[config.mk]
export PLATFORM = sky130hd
export DESIGN_NAME = psa_valve_phase_sequencer_top
export DESIGN_NICKNAME = d
export VERILOG_FILES = /design/src/design/psa_vps_pkg.sv /design/src/design/psa_vps_cfg.sv /design/src/design/psa_vps_step.sv /design/src/design/psa_valve_phase_sequencer_top.sv
export SDC_FILE = /design/constraint.sdc
export NUM_CORES = 1
export LEC_CHECK = 0
export BUFFER_PORTS_ARGS = -buffer_cell sky130_fd_sc_hd__buf_2
export CORE_UTILIZATION = 53
export DETAILED_ROUTE_END_ITERATION = 12
export PLACE_DENSITY = 0.69
export SLEW_MARGIN = 20
export SYNTH_ARGS = -nofsm -noshare
export SYNTH_HDL_FRONTEND = slang
export SYNTH_SLANG_ARGS = --single-unit
[constraint.sdc]
create_clock -name clk_i -period 11.85 [get_ports clk_i]
set_clock_uncertainty 0.15 [all_clocks]
set_input_delay 1.185 -clock clk_i [delete_from_list [all_inputs] [get_ports clk_i]]
set_output_delay 1.185 -clock clk_i [all_outputs]
set_load 0.01 [all_outputs]
[src/design/psa_vps_pkg.sv]
// Shared constants and types of the PSA valve phase sequencer.
`default_nettype none

package psa_vps_pkg;

  // Reset values of the configuration registers.
  localparam logic [15:0] START_DELAY_RST     = 16'd1020;
  localparam logic [11:0] OFFSET_TIME_RST     = 12'd40;
  localparam logic [15:0] FRONT_HALF_TIME_RST = 16'd600;
  localparam logic [15:0] AFTER_HALF_TIME_RST = 16'd680;

  localparam int CFG_DATA_W = 16;
  localparam int CFG_IDX_W  = 2;

  // Configuration register indexes.
  localparam logic [CFG_IDX_W-1:0] CFG_START_DELAY     = 2'd0;
  localparam logic [CFG_IDX_W-1:0] CFG_OFFSET_TIME     = 2'd1;
  localparam logic [CFG_IDX_W-1:0] CFG_FRONT_HALF_TIME = 2'd2;
  localparam logic [CFG_IDX_W-1:0] CFG_AFTER_HALF_TIME = 2'd3;

  // Default width of the wrapping tick count.
  localparam int TIME_BITS_DEF = 32;

  // Derived thresholds never exceed 17 bits.
  localparam int THR_W = 17;

  // Ticks trimmed off the late start and the equalizing window.
  localparam int GUARD_TICKS = 10;

  // Valve level bit positions.
  localparam int NUM_VALVES = 5;
  localparam int BIT_FA = 0;
  localparam int BIT_FB = 1;
  localparam int BIT_WA = 2;
  localparam int BIT_WB = 3;
  localparam int BIT_EQ = 4;

  // Levels forced before the feed cycle may start: all open but EQ.
  localparam logic [NUM_VALVES-1:0] LEVELS_PRESTART = 5'b01111;

  typedef struct packed {
    logic [THR_W-1:0] wa_from;
    logic [THR_W-1:0] late_from;
    logic [THR_W-1:0] feed_from;
    logic [THR_W-1:0] wa_open_at;
    logic [THR_W-1:0] full;
    logic [THR_W-1:0] b_at;
    logic [THR_W-1:0] eq_end;
    logic [THR_W-1:0] front;
  } thr_t;

endpackage

`default_nettype wire

[src/design/psa_vps_cfg.sv]
// Configuration registers and the thresholds derived from them.
`default_nettype none

module psa_vps_cfg
  import psa_vps_pkg::*;
(
  input  wire logic                  clk_i,
  input  wire logic                  rst_ni,
  input  wire logic                  cfg_we_i,
  input  wire logic [CFG_IDX_W-1:0]  cfg_index_i,
  input  wire logic [CFG_DATA_W-1:0] cfg_wdata_i,
  output thr_t                       thr_o
);

  logic [15:0] start_delay_q;
  logic [11:0] offset_time_q;
  logic [15:0] front_half_q;
  logic [15:0] after_half_q;

  always_ff @(posedge clk_i or negedge rst_ni) begin
    if (!rst_ni) begin
      start_delay_q <= START_DELAY_RST;
      offset_time_q <= OFFSET_TIME_RST;
      front_half_q  <= FRONT_HALF_TIME_RST;
      after_half_q  <= AFTER_HALF_TIME_RST;
    end else if (cfg_we_i) begin
      case (cfg_index_i)
        CFG_START_DELAY:     start_delay_q <= cfg_wdata_i;
        CFG_OFFSET_TIME:     offset_time_q <= cfg_wdata_i[11:0];
        CFG_FRONT_HALF_TIME: front_half_q  <= cfg_wdata_i;
        CFG_AFTER_HALF_TIME: after_half_q  <= cfg_wdata_i;
        default: ;
      endcase
    end
  end

  logic [12:0] twice_o;
  logic [17:0] late_sum;

  assign twice_o  = {offset_time_q, 1'b0};
  assign late_sum = {2'b00, start_delay_q} + {5'd0, twice_o};

  // Thresholds that would go below zero are clamped to zero.
  always_comb begin
    thr_o.wa_from    = {1'b0, start_delay_q};
    thr_o.feed_from  = {1'b0, start_delay_q} + {5'd0, offset_time_q};
    thr_o.wa_open_at = {1'b0, front_half_q} + {4'd0, twice_o};
    thr_o.full       = {1'b0, front_half_q} + {1'b0, after_half_q};
    thr_o.front      = {1'b0, front_half_q};
    if (late_sum < 18'(GUARD_TICKS)) begin
      thr_o.late_from = '0;
    end else begin
      thr_o.late_from = THR_W'(late_sum - 18'(GUARD_TICKS));
    end
    if ({1'b0, after_half_q} < {4'd0, twice_o}) begin
      thr_o.b_at = '0;
    end else begin
      thr_o.b_at = {1'b0, after_half_q} - {4'd0, twice_o};
    end
    if (after_half_q < 16'(GUARD_TICKS)) begin
      thr_o.eq_end = '0;
    end else begin
      thr_o.eq_end = {1'b0, after_half_q - 16'(GUARD_TICKS)};
    end
  end

endmodule

`default_nettype wire

[src/design/psa_vps_step.sv]
// Phase state of the four valve cycles and the per-tick step logic.
`default_nettype none

module psa_vps_step
  import psa_vps_pkg::*;
#(
  parameter int TIME_BITS = TIME_BITS_DEF
) (
  input  wire logic                  clk_i,
  input  wire logic                  rst_ni,
  input  wire logic                  step_i,
  input  wire logic [TIME_BITS-1:0]  now_i,
  input  wire thr_t                  thr_i,
  output logic [NUM_VALVES-1:0]      levels_d_o
);

  typedef enum logic [1:0] {
    PH_IDLE   = 2'd0,
    PH_FIRST  = 2'd1,
    PH_SECOND = 2'd2
  } phase_e;

  localparam int CMP_W = (TIME_BITS > THR_W) ? TIME_BITS : THR_W;

  function automatic logic at_least(input logic [TIME_BITS-1:0] v,
                                    input logic [THR_W-1:0] t);
    return CMP_W'(v) >= CMP_W'(t);
  endfunction

  phase_e wa_phase_q, wa_phase_d;
  phase_e wb_phase_q, wb_phase_d;
  phase_e fd_phase_q, fd_phase_d;
  phase_e eq_phase_q, eq_phase_d;
  logic [TIME_BITS-1:0] wa_start_q, wa_start_d;
  logic [TIME_BITS-1:0] wb_start_q, wb_start_d;
  logic [TIME_BITS-1:0] fd_start_q, fd_start_d;
  logic [TIME_BITS-1:0] eq_start_q, eq_start_d;
  logic [NUM_VALVES-1:0] levels_q, levels_d;
  logic [TIME_BITS-1:0] e_wa, e_wb, e_fd, e_eq;

  assign e_wa = now_i - wa_start_q;
  assign e_wb = now_i - wb_start_q;
  assign e_fd = now_i - fd_start_q;
  assign e_eq = now_i - eq_start_q;

  // Steps run in the order WA, WB, feed, EQ; a later step overrides an earlier one.
  always_comb begin
    wa_phase_d = wa_phase_q;
    wb_phase_d = wb_phase_q;
    fd_phase_d = fd_phase_q;
    eq_phase_d = eq_phase_q;
    wa_start_d = wa_start_q;
    wb_start_d = wb_start_q;
    fd_start_d = fd_start_q;
    eq_start_d = eq_start_q;
    levels_d   = levels_q;

    if (at_least(now_i, thr_i.wa_from)) begin
      case (wa_phase_q)
        PH_IDLE: begin
          wa_phase_d       = PH_FIRST;
          levels_d[BIT_WA] = 1'b0;
          wa_start_d       = now_i;
        end
        PH_FIRST: begin
          if (at_least(e_wa, thr_i.wa_open_at) && !at_least(e_wa, thr_i.full)) begin
            levels_d[BIT_WA] = 1'b1;
            wa_phase_d       = PH_SECOND;
          end
        end
        PH_SECOND: begin
          if (at_least(e_wa, thr_i.full)) wa_phase_d = PH_IDLE;
        end
        default: ;
      endcase
    end

    if (at_least(now_i, thr_i.late_from)) begin
      case (wb_phase_q)
        PH_IDLE: begin
          wb_phase_d       = PH_FIRST;
          levels_d[BIT_WB] = 1'b1;
          wb_start_d       = now_i;
        end
        PH_FIRST: begin
          if (at_least(e_wb, thr_i.b_at) && !at_least(e_wb, thr_i.full)) begin
            levels_d[BIT_WB] = 1'b0;
            wb_phase_d       = PH_SECOND;
          end
        end
        PH_SECOND: begin
          if (at_least(e_wb, thr_i.full)) wb_phase_d = PH_IDLE;
        end
        default: ;
      endcase
    end

    if (at_least(now_i, thr_i.feed_from)) begin
      case (fd_phase_q)
        PH_IDLE: begin
          fd_phase_d       = PH_FIRST;
          levels_d[BIT_FA] = 1'b1;
          levels_d[BIT_FB] = 1'b0;
          fd_start_d       = now_i;
        end
        PH_FIRST: begin
          if (at_least(e_fd, thr_i.front)) begin
            levels_d[BIT_FA] = 1'b0;
            levels_d[BIT_FB] = 1'b1;
            fd_phase_d       = PH_SECOND;
          end
        end
        PH_SECOND: begin
          if (at_least(e_fd, thr_i.full)) fd_phase_d = PH_IDLE;
        end
        default: ;
      endcase
    end else begin
      levels_d = LEVELS_PRESTART;
    end

    if (at_least(now_i, thr_i.late_from)) begin
      case (eq_phase_q)
        PH_IDLE: begin
          eq_phase_d       = PH_FIRST;
          levels_d[BIT_EQ] = 1'b0;
          eq_start_d       = now_i;
        end
        PH_FIRST: begin
          if (at_least(e_eq, thr_i.b_at)) begin
            levels_d[BIT_EQ] = 1'b1;
            eq_phase_d       = PH_SECOND;
          end
        end
        PH_SECOND: begin
          if (at_least(e_eq, thr_i.eq_end)) eq_phase_d = PH_IDLE;
        end
        default: ;
      endcase
    end
  end

  always_ff @(posedge clk_i or negedge rst_ni) begin
    if (!rst_ni) begin
      wa_phase_q <= PH_IDLE;
      wb_phase_q <= PH_IDLE;
      fd_phase_q <= PH_IDLE;
      eq_phase_q <= PH_IDLE;
      wa_start_q <= '0;
      wb_start_q <= '0;
      fd_start_q <= '0;
      eq_start_q <= '0;
      levels_q   <= '0;
    end else if (step_i) begin
      wa_phase_q <= wa_phase_d;
      wb_phase_q <= wb_phase_d;
      fd_phase_q <= fd_phase_d;
      eq_phase_q <= eq_phase_d;
      wa_start_q <= wa_start_d;
      wb_start_q <= wb_start_d;
      fd_start_q <= fd_start_d;
      eq_start_q <= eq_start_d;
      levels_q   <= levels_d;
    end
  end

  assign levels_d_o = levels_d;

endmodule

`default_nettype wire

[src/design/psa_valve_phase_sequencer_top.sv]
// Top level of the PSA valve phase sequencer: handshake, input and result registers.
//
// Usage:
//   Each request on the input channel carries one tick count (current_time_i).
//   The block answers every request with exactly one result holding the five
//   valve levels after that tick, in request order.
//   A request is taken at a clock edge with in_valid_i high and in_stall_o low;
//   a result is taken at an edge with out_valid_o high and out_stall_i low.
//   A request taken at a clock edge lands in the input register, is stepped
//   through the phase logic, and its result is then registered in the result
//   register. One request per cycle is sustained while the receiver does not stall;
//   the phase state updates as an item moves into the result register, so the
//   next item sees it at once.
//   When the receiver stalls, the result register holds its value and the
//   input register keeps one more request; in_stall_o rises only when both are
//   full and the result is not being taken.
//   Reset clears both registers, all cycles go idle, the valves read closed,
//   and the configuration registers return to their defaults.
//   Configuration writes are taken whenever cfg_we_i is high, with no wait.
`default_nettype none

module psa_valve_phase_sequencer_top
  import psa_vps_pkg::*;
#(
  parameter int TIME_BITS = TIME_BITS_DEF
) (
  input  wire logic                  clk_i,
  input  wire logic                  rst_ni,
  input  wire logic                  cfg_we_i,
  input  wire logic [CFG_IDX_W-1:0]  cfg_index_i,
  input  wire logic [CFG_DATA_W-1:0] cfg_wdata_i,
  input  wire logic                  in_valid_i,
  output logic                       in_stall_o,
  input  wire logic [31:0]           current_time_i,
  output logic                       out_valid_o,
  input  wire logic                  out_stall_i,
  output logic                       feed_a_open_o,
  output logic                       feed_b_open_o,
  output logic                       waste_a_open_o,
  output logic                       waste_b_open_o,
  output logic                       equalize_open_o
);

  thr_t                  thr;
  logic                  in_valid_q, in_valid_d;
  logic [TIME_BITS-1:0]  in_time_q;
  logic                  out_valid_q, out_valid_d;
  logic [NUM_VALVES-1:0] out_levels_q;
  logic [NUM_VALVES-1:0] levels_d;
  logic                  advance;
  logic                  in_accept;

  psa_vps_cfg u_cfg (
    .clk_i       (clk_i),
    .rst_ni      (rst_ni),
    .cfg_we_i    (cfg_we_i),
    .cfg_index_i (cfg_index_i),
    .cfg_wdata_i (cfg_wdata_i),
    .thr_o       (thr)
  );

  psa_vps_step #(
    .TIME_BITS (TIME_BITS)
  ) u_step (
    .clk_i      (clk_i),
    .rst_ni     (rst_ni),
    .step_i     (advance),
    .now_i      (in_time_q),
    .thr_i      (thr),
    .levels_d_o (levels_d)
  );

  assign advance    = in_valid_q && (!out_valid_q || !out_stall_i);
  assign in_stall_o = in_valid_q && !advance;
  assign in_accept  = in_valid_i && !in_stall_o;

  always_comb begin
    in_valid_d = in_valid_q;
    if (in_accept) begin
      in_valid_d = 1'b1;
    end else if (advance) begin
      in_valid_d = 1'b0;
    end
    out_valid_d = out_valid_q;
    if (advance) begin
      out_valid_d = 1'b1;
    end else if (!out_stall_i) begin
      out_valid_d = 1'b0;
    end
  end

  always_ff @(posedge clk_i or negedge rst_ni) begin
    if (!rst_ni) begin
      in_valid_q   <= 1'b0;
      out_valid_q  <= 1'b0;
      out_levels_q <= '0;
    end else begin
      in_valid_q  <= in_valid_d;
      out_valid_q <= out_valid_d;
      if (advance) out_levels_q <= levels_d;
    end
  end

  always_ff @(posedge clk_i) begin
    if (in_accept) in_time_q <= current_time_i[TIME_BITS-1:0];
  end

  assign out_valid_o     = out_valid_q;
  assign feed_a_open_o   = out_levels_q[BIT_FA];
  assign feed_b_open_o   = out_levels_q[BIT_FB];
  assign waste_a_open_o  = out_levels_q[BIT_WA];
  assign waste_b_open_o  = out_levels_q[BIT_WB];
  assign equalize_open_o = out_levels_q[BIT_EQ];

endmodule

`default_nettype wire

=== Yosys cells after proc, flatten, opt, wreduce, memory -nomap -nowiden ===
Cells that the tools add are included.

* Register bits: 235
* Output and inout port bits: 7
* Logic and storage cells: 140

* $add $sub $neg: 11
* $lt $le $gt $ge: 14
* Equal/unequal tests: 28
* Mux-type cells: 31
* Reductions and logical operators: 37

{| class="wikitable"
|+ Operators with widths
! cell !! count
|-
| $ge A32 B17 Y1 || 8
|-
| $sub A32 B32 Y32 || 4
|-
| $ge A32 B16 Y1 || 3
|-
| $add A16 B13 Y17 || 2
|-
| $mux W17 || 2
|-
| $pmux W2 S3 || 4
|-
| $ne A2 B1 Y1 const B || 11
|-
| $reduce_and A5 Y1 || 4
|-
| $lt A18 B4 Y1 const B || 1
|-
| $mux W2 || 9
|-
| $add A16 B12 Y17 || 1
|-
| $add A16 B16 Y17 || 1
|-
| $sub A16 B13 Y17 || 1
|-
| $sub A17 B4 Y17 const B || 1
|-
| $lt A16 B13 Y1 || 1
|-
| $lt A16 B4 Y1 const B || 1
|-
| $mux W16 || 1
|-
| $sub A16 B4 Y16 const B || 1
|-
| $reduce_and A3 Y1 || 5
|-
| $eq A2 B2 Y1 const B || 6
|-
| $ne A3 B3 Y1 const B || 4
|-
| $reduce_bool A3 Y1 || 4
|-
| $eq A2 B1 Y1 const B || 5
|-
| $logic_not A2 Y1 || 5
|-
| 11 further kinds || 36
|}

=== Depth between registers and ports, before layout ===
* Depth after elaboration: 11
* Gate-level depth with buffers: 26
* Mapped depth without buffers: 26

=== Hierarchy ===
Synthesis repeated with hierarchy kept, for this count alone.

* Cell total of the unflattened synthesis: 2,923
* Area, all modules: 25,236.7 um^2

{| class="wikitable"
|+ Modules (own cells, without submodules)
! module !! times used !! cells an instance !! area an instance (um^2) !! sequential area each (um^2)
|-
| psa_vps_step || 1 || 2,181 || 17,777.0 || 3,528.4
|-
| psa_vps_cfg || 1 || 692 || 6,218.5 || 1,524.0
|-
| psa_valve_phase_sequencer_top || 1 || 50 || 1,241.2 || 1,136.1
|}

=== Least setup slack after synthesis ===
Ideal clock, no wire load.

* Path type: register -> register
* Start point: register u_cfg.start_delay_q[1]
* End point: register u_step.eq_start_q[10]
* Setup time: 125 ps
* Arrival time: 5,589 ps
* Setup slack: 5,987 ps
* Cell stages (with the launch flop): 25
* Cell sequence: dfrtp_1 ha_1 fa_1 a21o_1 a21oi_1 o21bai_1 a21oi_1 xor2_1 nand3_1 nor4_1 inv_1 nor3_1 o211ai_1 and2_1 ha_1 nand2b_1 a21o_1 a21o_1 a211oi_1 o21bai_1 a21oi_1 o2111ai_1 nand4_1 clkbuf_1 mux2_2

* Cells in the longest elaborated chain, start to end: 5
* Elaborated cells on any way between the ends: 6
* Classes of those cells: 2 x add/sub; 2 x order compare; 1 x mux; 1 x reduce/logical

{| class="wikitable"
|+ Ends and longest elaborated chain
! what !! RTL line !! RTL
|-
| from (decl) || psa_vps_cfg.sv:15 || <nowiki>logic [15:0] start_delay_q;</nowiki>
|-
| from (signal assigned) || psa_vps_cfg.sv:28 || <nowiki>CFG_START_DELAY: start_delay_q <= cfg_wdata_i;</nowiki>
|-
| $add A16 B13 Y17 * || psa_vps_cfg.sv:41 || <nowiki>assign late_sum = {2'b00, start_delay_q} + {5'd0, twice_o};</nowiki>
|-
| $sub A17 B4 Y17 or $lt A18 B4 Y1 (tied branches) || psa_vps_cfg.sv:53, psa_vps_cfg.sv:50 ||
|-
| $mux W17 * || psa_vps_cfg.sv:50 || <nowiki>if (late_sum < 18'(GUARD_TICKS)) begin</nowiki>
|-
| $ge A32 B17 Y1 * || psa_vps_step.sv:27 || <nowiki>return CMP_W'(v) >= CMP_W'(t);</nowiki>
|-
| $reduce_and A3 Y1 (no line) * || - ||
|-
| to (signal assigned) || psa_vps_step.sv:162 || <nowiki>eq_start_q <= eq_start_d;</nowiki>
|-
| to (decl) || psa_vps_step.sv:37 || <nowiki>logic [TIME_BITS-1:0] eq_start_q, eq_start_d;</nowiki>
|}

Mark *: on every way between the ends. The rest lies on a longest branch, timed or not.
A chain may end at the register's enable or synchronous reset.

=== Worst setup path after layout ===
* Start point: register u_cfg.start_delay_q[1]
* End point: register u_step.wb_phase_q[1]

* Cells in the longest elaborated chain, start to end: 5
* Elaborated cells on any way between the ends: 6
* Classes of those cells: 2 x add/sub; 2 x order compare; 1 x mux; 1 x reduce/logical

{| class="wikitable"
|+ Ends and longest elaborated chain
! what !! RTL line !! RTL
|-
| $add A16 B13 Y17 * || psa_vps_cfg.sv:41 ||
|-
| $sub A17 B4 Y17 or $lt A18 B4 Y1 (tied branches) || psa_vps_cfg.sv:53, psa_vps_cfg.sv:50 ||
|-
| $mux W17 * || psa_vps_cfg.sv:50 ||
|-
| $ge A32 B17 Y1 * || psa_vps_step.sv:27 ||
|-
| $reduce_and A5 Y1 (no line) * || - ||
|-
| to (signal assigned) || psa_vps_step.sv:156 || <nowiki>wb_phase_q <= wb_phase_d;</nowiki>
|-
| to (decl) || psa_vps_step.sv:31 || <nowiki>phase_e wb_phase_q, wb_phase_d;</nowiki>
|}

Marks and branches as above.

==> results.sh <==
export IMPL_ir_drop_v=0.000149
export IMPL_criticalPathCategory="register to register"
export IMPL_gr_total_overflow=0
export IMPL_viasPerCell=6.21
export IMPL_antenna_found_initial=1
export IMPL_crit_path_max_fanout=16
export IMPL_clkSinkCount=235
export IMPL_drive_gt1_share_pct=12.0
export IMPL_io_buffers=61
export IMPL_initial_core_util_pct=54.2
export IMPL_num_io_pins=62
export IMPL_slew_headroom_pct=29.5
export IMPL_final_area_mm2=0.0258
export IMPL_placed_area_mm2=0.0247
export IMPL_setup_tns_ps=0
export IMPL_wl_met3_um=4700
export IMPL_grt_pass1_vias=20375
export IMPL_drt_pass1_iter_count=7
export IMPL_die_w_um=213
export IMPL_drv_slew=0
export IMPL_cts_tree="yes"
export IMPL_area_growth_pct=9.29
export IMPL_grt_max_degree=83
export IMPL_insertion_delay_ps=600
export IMPL_finalSetupViolations=0
export IMPL_wire_per_inst_um=20.8
export IMPL_path_clk_slew_ps=60
export IMPL_cts_root_buf="clkbuf_16"
export IMPL_drt_iter0_drc=1835
export IMPL_cts_htree_levels=1
export IMPL_synthCells=2677
export IMPL_p_seq_share_pct=19.7
export IMPL_finalHoldViolCount=0
export IMPL_hp_class="register to register"
export IMPL_multi_input_area_mm2=0.0164
export IMPL_fillers=3855
export IMPL_clockPowerShare_pct=17.9
export IMPL_drcViolationCount=0
export IMPL_cp_top_family="compound AO/OA/AOI/OAI gates"
export IMPL_setup_worst_path_start_class="register"
export IMPL_ff_latch_area_mm2=0.00606
export IMPL_p_per_area_mw_per_mm2=229
export IMPL_worst_ep_required_time_ps=12180
export IMPL_internal_power_w=0.00322
export IMPL_wl_met1_um=31400
export IMPL_fin_crit_sh_pct=57.7
export IMPL_critical_path_slowest_cell="o2111ai_1"
export IMPL_ys_flop_type="dfrtp_1"
export IMPL_syn_cell_area_mm2=0.0236
export IMPL_grt_usage_pct=31.1
export IMPL_p_leak_nw=12.2
export IMPL_yosysWarnings=0
export IMPL_cpPeakStageDelay_ps=540
export IMPL_ys_seq_elements=235
export IMPL_final_util_pct=59.3
export IMPL_fp_dieH_um=213
export IMPL_outcome="finished, final reports clean"
export IMPL_yosysSeqAreaShare_pct=25.7
export IMPL_route_antenna_remaining_nets=0
export IMPL_cts_max_path_buffers=3
export IMPL_highest_layer="met5"
export IMPL_vias=20799
export IMPL_setup_worst_path_end_class="register"
export IMPL_met2RoutedLength_um=30600
export IMPL_fin_nets=3197
export IMPL_avgSynthCellArea_um2=8.82
export IMPL_dp_final_hpwl_um=54400
export IMPL_place_gp_congestion=0.976
export IMPL_cts_resized=0
export IMPL_postCtsHoldBufs=0
export IMPL_worstPathArrival_ps=7160
export IMPL_cap_violations=0
export IMPL_grt_pass1_wl_um=109000
export IMPL_power_switching_w=0.00269
export IMPL_cp_buffers_inverters=2
export IMPL_max_freq_mhz=146
export IMPL_rows=76
export IMPL_antennaDiodeCount=0
export IMPL_yosysUniqueCellTypes=83
export IMPL_synth_edff_count=32
export IMPL_tightest_slew_ps=1050
export IMPL_coreArea_mm2=0.0436
export IMPL_rsz0062_at_grt="false"
export IMPL_die_area_mm2=0.0454
export IMPL_cts_buffers=29
export IMPL_syn_nets=3132
export IMPL_min_period_ps=6840
export IMPL_totalWireLength_um=69600
export IMPL_postCtsSetupRepairBufs=0
export IMPL_swShare_pct=45.5
export IMPL_async_reset_ff_share_pct=86.4
export IMPL_power_frac_comb_pct=62.4
power by group through the flow:
stage | registers, W | clock network (W) | logic, W
finish | 0.00117 | 0.00106 | 0.00368
CTS | 0.00116 | 0.00107 | 0.00363
global placement | 0.00116 | 0 | 0.00346
floorplan | 0.00111 | 0 | 0.00271
global route | 0.00118 | 0.00110 | 0.00411
detailed placement | 0.00117 | 0 | 0.00359
stage by stage:
stage	hold WS (ps)	instances	total power, W	setup slack (ps)
floorplan	304	2677	0.00382	5990
global placement	327	3296	0.00462	5250
detailed placement	338	3296	0.00476	5040
CTS	351	3350	0.00586	5020
global route	361	3350	0.00639	4550
finish	353	3350	0.00591	5010
cell usage after synthesis, types with 34 or more instances:
master | number | area share [%]
nor2_1 | 142 | 2.3
nand4_1 | 39 | 1.0
mux2_2 | 143 | 6.8
nand3_1 | 50 | 1.1
nor2b_1 | 34 | 0.90
clkbuf_1 | 50 | 0.79
dfrtp_1 | 185 | 20
nand2_1 | 203 | 3.2
xnor2_1 | 101 | 3.7
inv_1 | 246 | 3.9
nand2b_1 | 40 | 1.1
a21o_1 | 91 | 2.9
a21oi_1 | 215 | 4.6
o21a_1 | 40 | 1.3
o21ai_0 | 172 | 3.6
ha_1 | 391 | 21
xor2_1 | 66 | 2.4
kinds of logic (layout without fill, tap and decap cells):
kind of cell | Yosys count | count (layout) | synth area share (%)
fa+ha+maj | 400 | 400 | 21.5
flops | 235 | 235 | 25.7
buf+inv | 307 | 395 | 4.90
compound gates | 758 | 758 | 20.7
mux | 160 | 160 | 7.56
simple gates | 650 | 650 | 13.5
xor+xnor | 167 | 167 | 6.19
final timing paths:
| kind | depth (start not counted) | startpoint | end | slack, ps |
|---|---|---|---|---|
| worst max-delay path | 26 | u_cfg.start_delay_q[1]$_DFFE_PN0P_ | u_step.wb_phase_q[1]$_DFFE_PN0P_ | 5010 |
| worst min-delay path | 1 | u_step.eq_start_q[22]$_DFFE_PN0P_ | u_step.eq_start_q[22]$_DFFE_PN0P_ | 350 |
| worst max register to register | 26 | u_cfg.start_delay_q[1]$_DFFE_PN0P_ | u_step.wb_phase_q[1]$_DFFE_PN0P_ | 5010 |
| worst min register to register | 1 | u_step.eq_start_q[22]$_DFFE_PN0P_ | u_step.eq_start_q[22]$_DFFE_PN0P_ | 350 |
| max in group asynchronous | 2 | rst_ni | u_step.wb_start_q[0]$_DFFE_PN0P_ | 9700 |
| min in group asynchronous | 1 | rst_ni | u_cfg.offset_time_q[11]$_DFFE_PN0P_ | 460 |
cells in the final DEF (no fill, tap or decap), types with 12 or more instances in the layout:
master     Yosys  routed
a2111oi_0     13      13
a211oi_1      24      24
a21o_1        91      91
a21oi_1      215     215
a31oi_1       19      19
and2_1        18      17
and3_1        12      12
buf_2          5      60
buf_4          0      34
clkbuf_16      0      29
dfrtp_1      185     185
dfstp_2       18      18
edfxtp_1      32      32
ha_1         391     391
inv_1        246     246
mux2_2       143     143
mux2i_1       16      16
nand2_1      203     203
nand2b_1      40      40
nand3_1       50      50
nand4_1       39      39
nor2_1       142     142
nor2b_1       34      34
nor3_1        33      33
nor4_1        12      12
o2111ai_1     15      15
o211ai_1      26      26
o21a_1        40      40
o21ai_0      172     172
o21bai_1      31      31
o31ai_1       15      15
or3_1         17      17
xnor2_1      101     101
xor2_1        66      66
final cells by class:
type / count / share of cell area (%)
multi-input cells: 2135 / 63.5
flip-flops and latches: 235 / 23.5
inverters: 246 / 3.58
clock buffers: 36 / 3.03
well taps: 585 / 2.84
repair buffers: 95 / 2.21
clock inverters: 18 / 1.31
flip-flops by register name, indices dropped and copies added (netlist names), 5 cells and up:
| name | count |
|---|---|
| u_step.levels_q | 5 |
| u_step.fd_start_q | 32 |
| u_step.eq_start_q | 32 |
| u_step.wb_start_q | 32 |
| u_cfg.front_half_q | 16 |
| in_time_q | 32 |
| u_cfg.after_half_q | 16 |
| u_step.wa_start_q | 32 |
| u_cfg.start_delay_q | 16 |
| u_cfg.offset_time_q | 12 |
per-layer routing:
layer  track usage, %  vias to the layer above
met5                0                        -
met4             11.9                        2
met3             3.63                      164
met2             49.4                      672
met1             43.3                    10099
li1                 -                     9862
No activity file was read; power rests on OpenSTA's default activity.
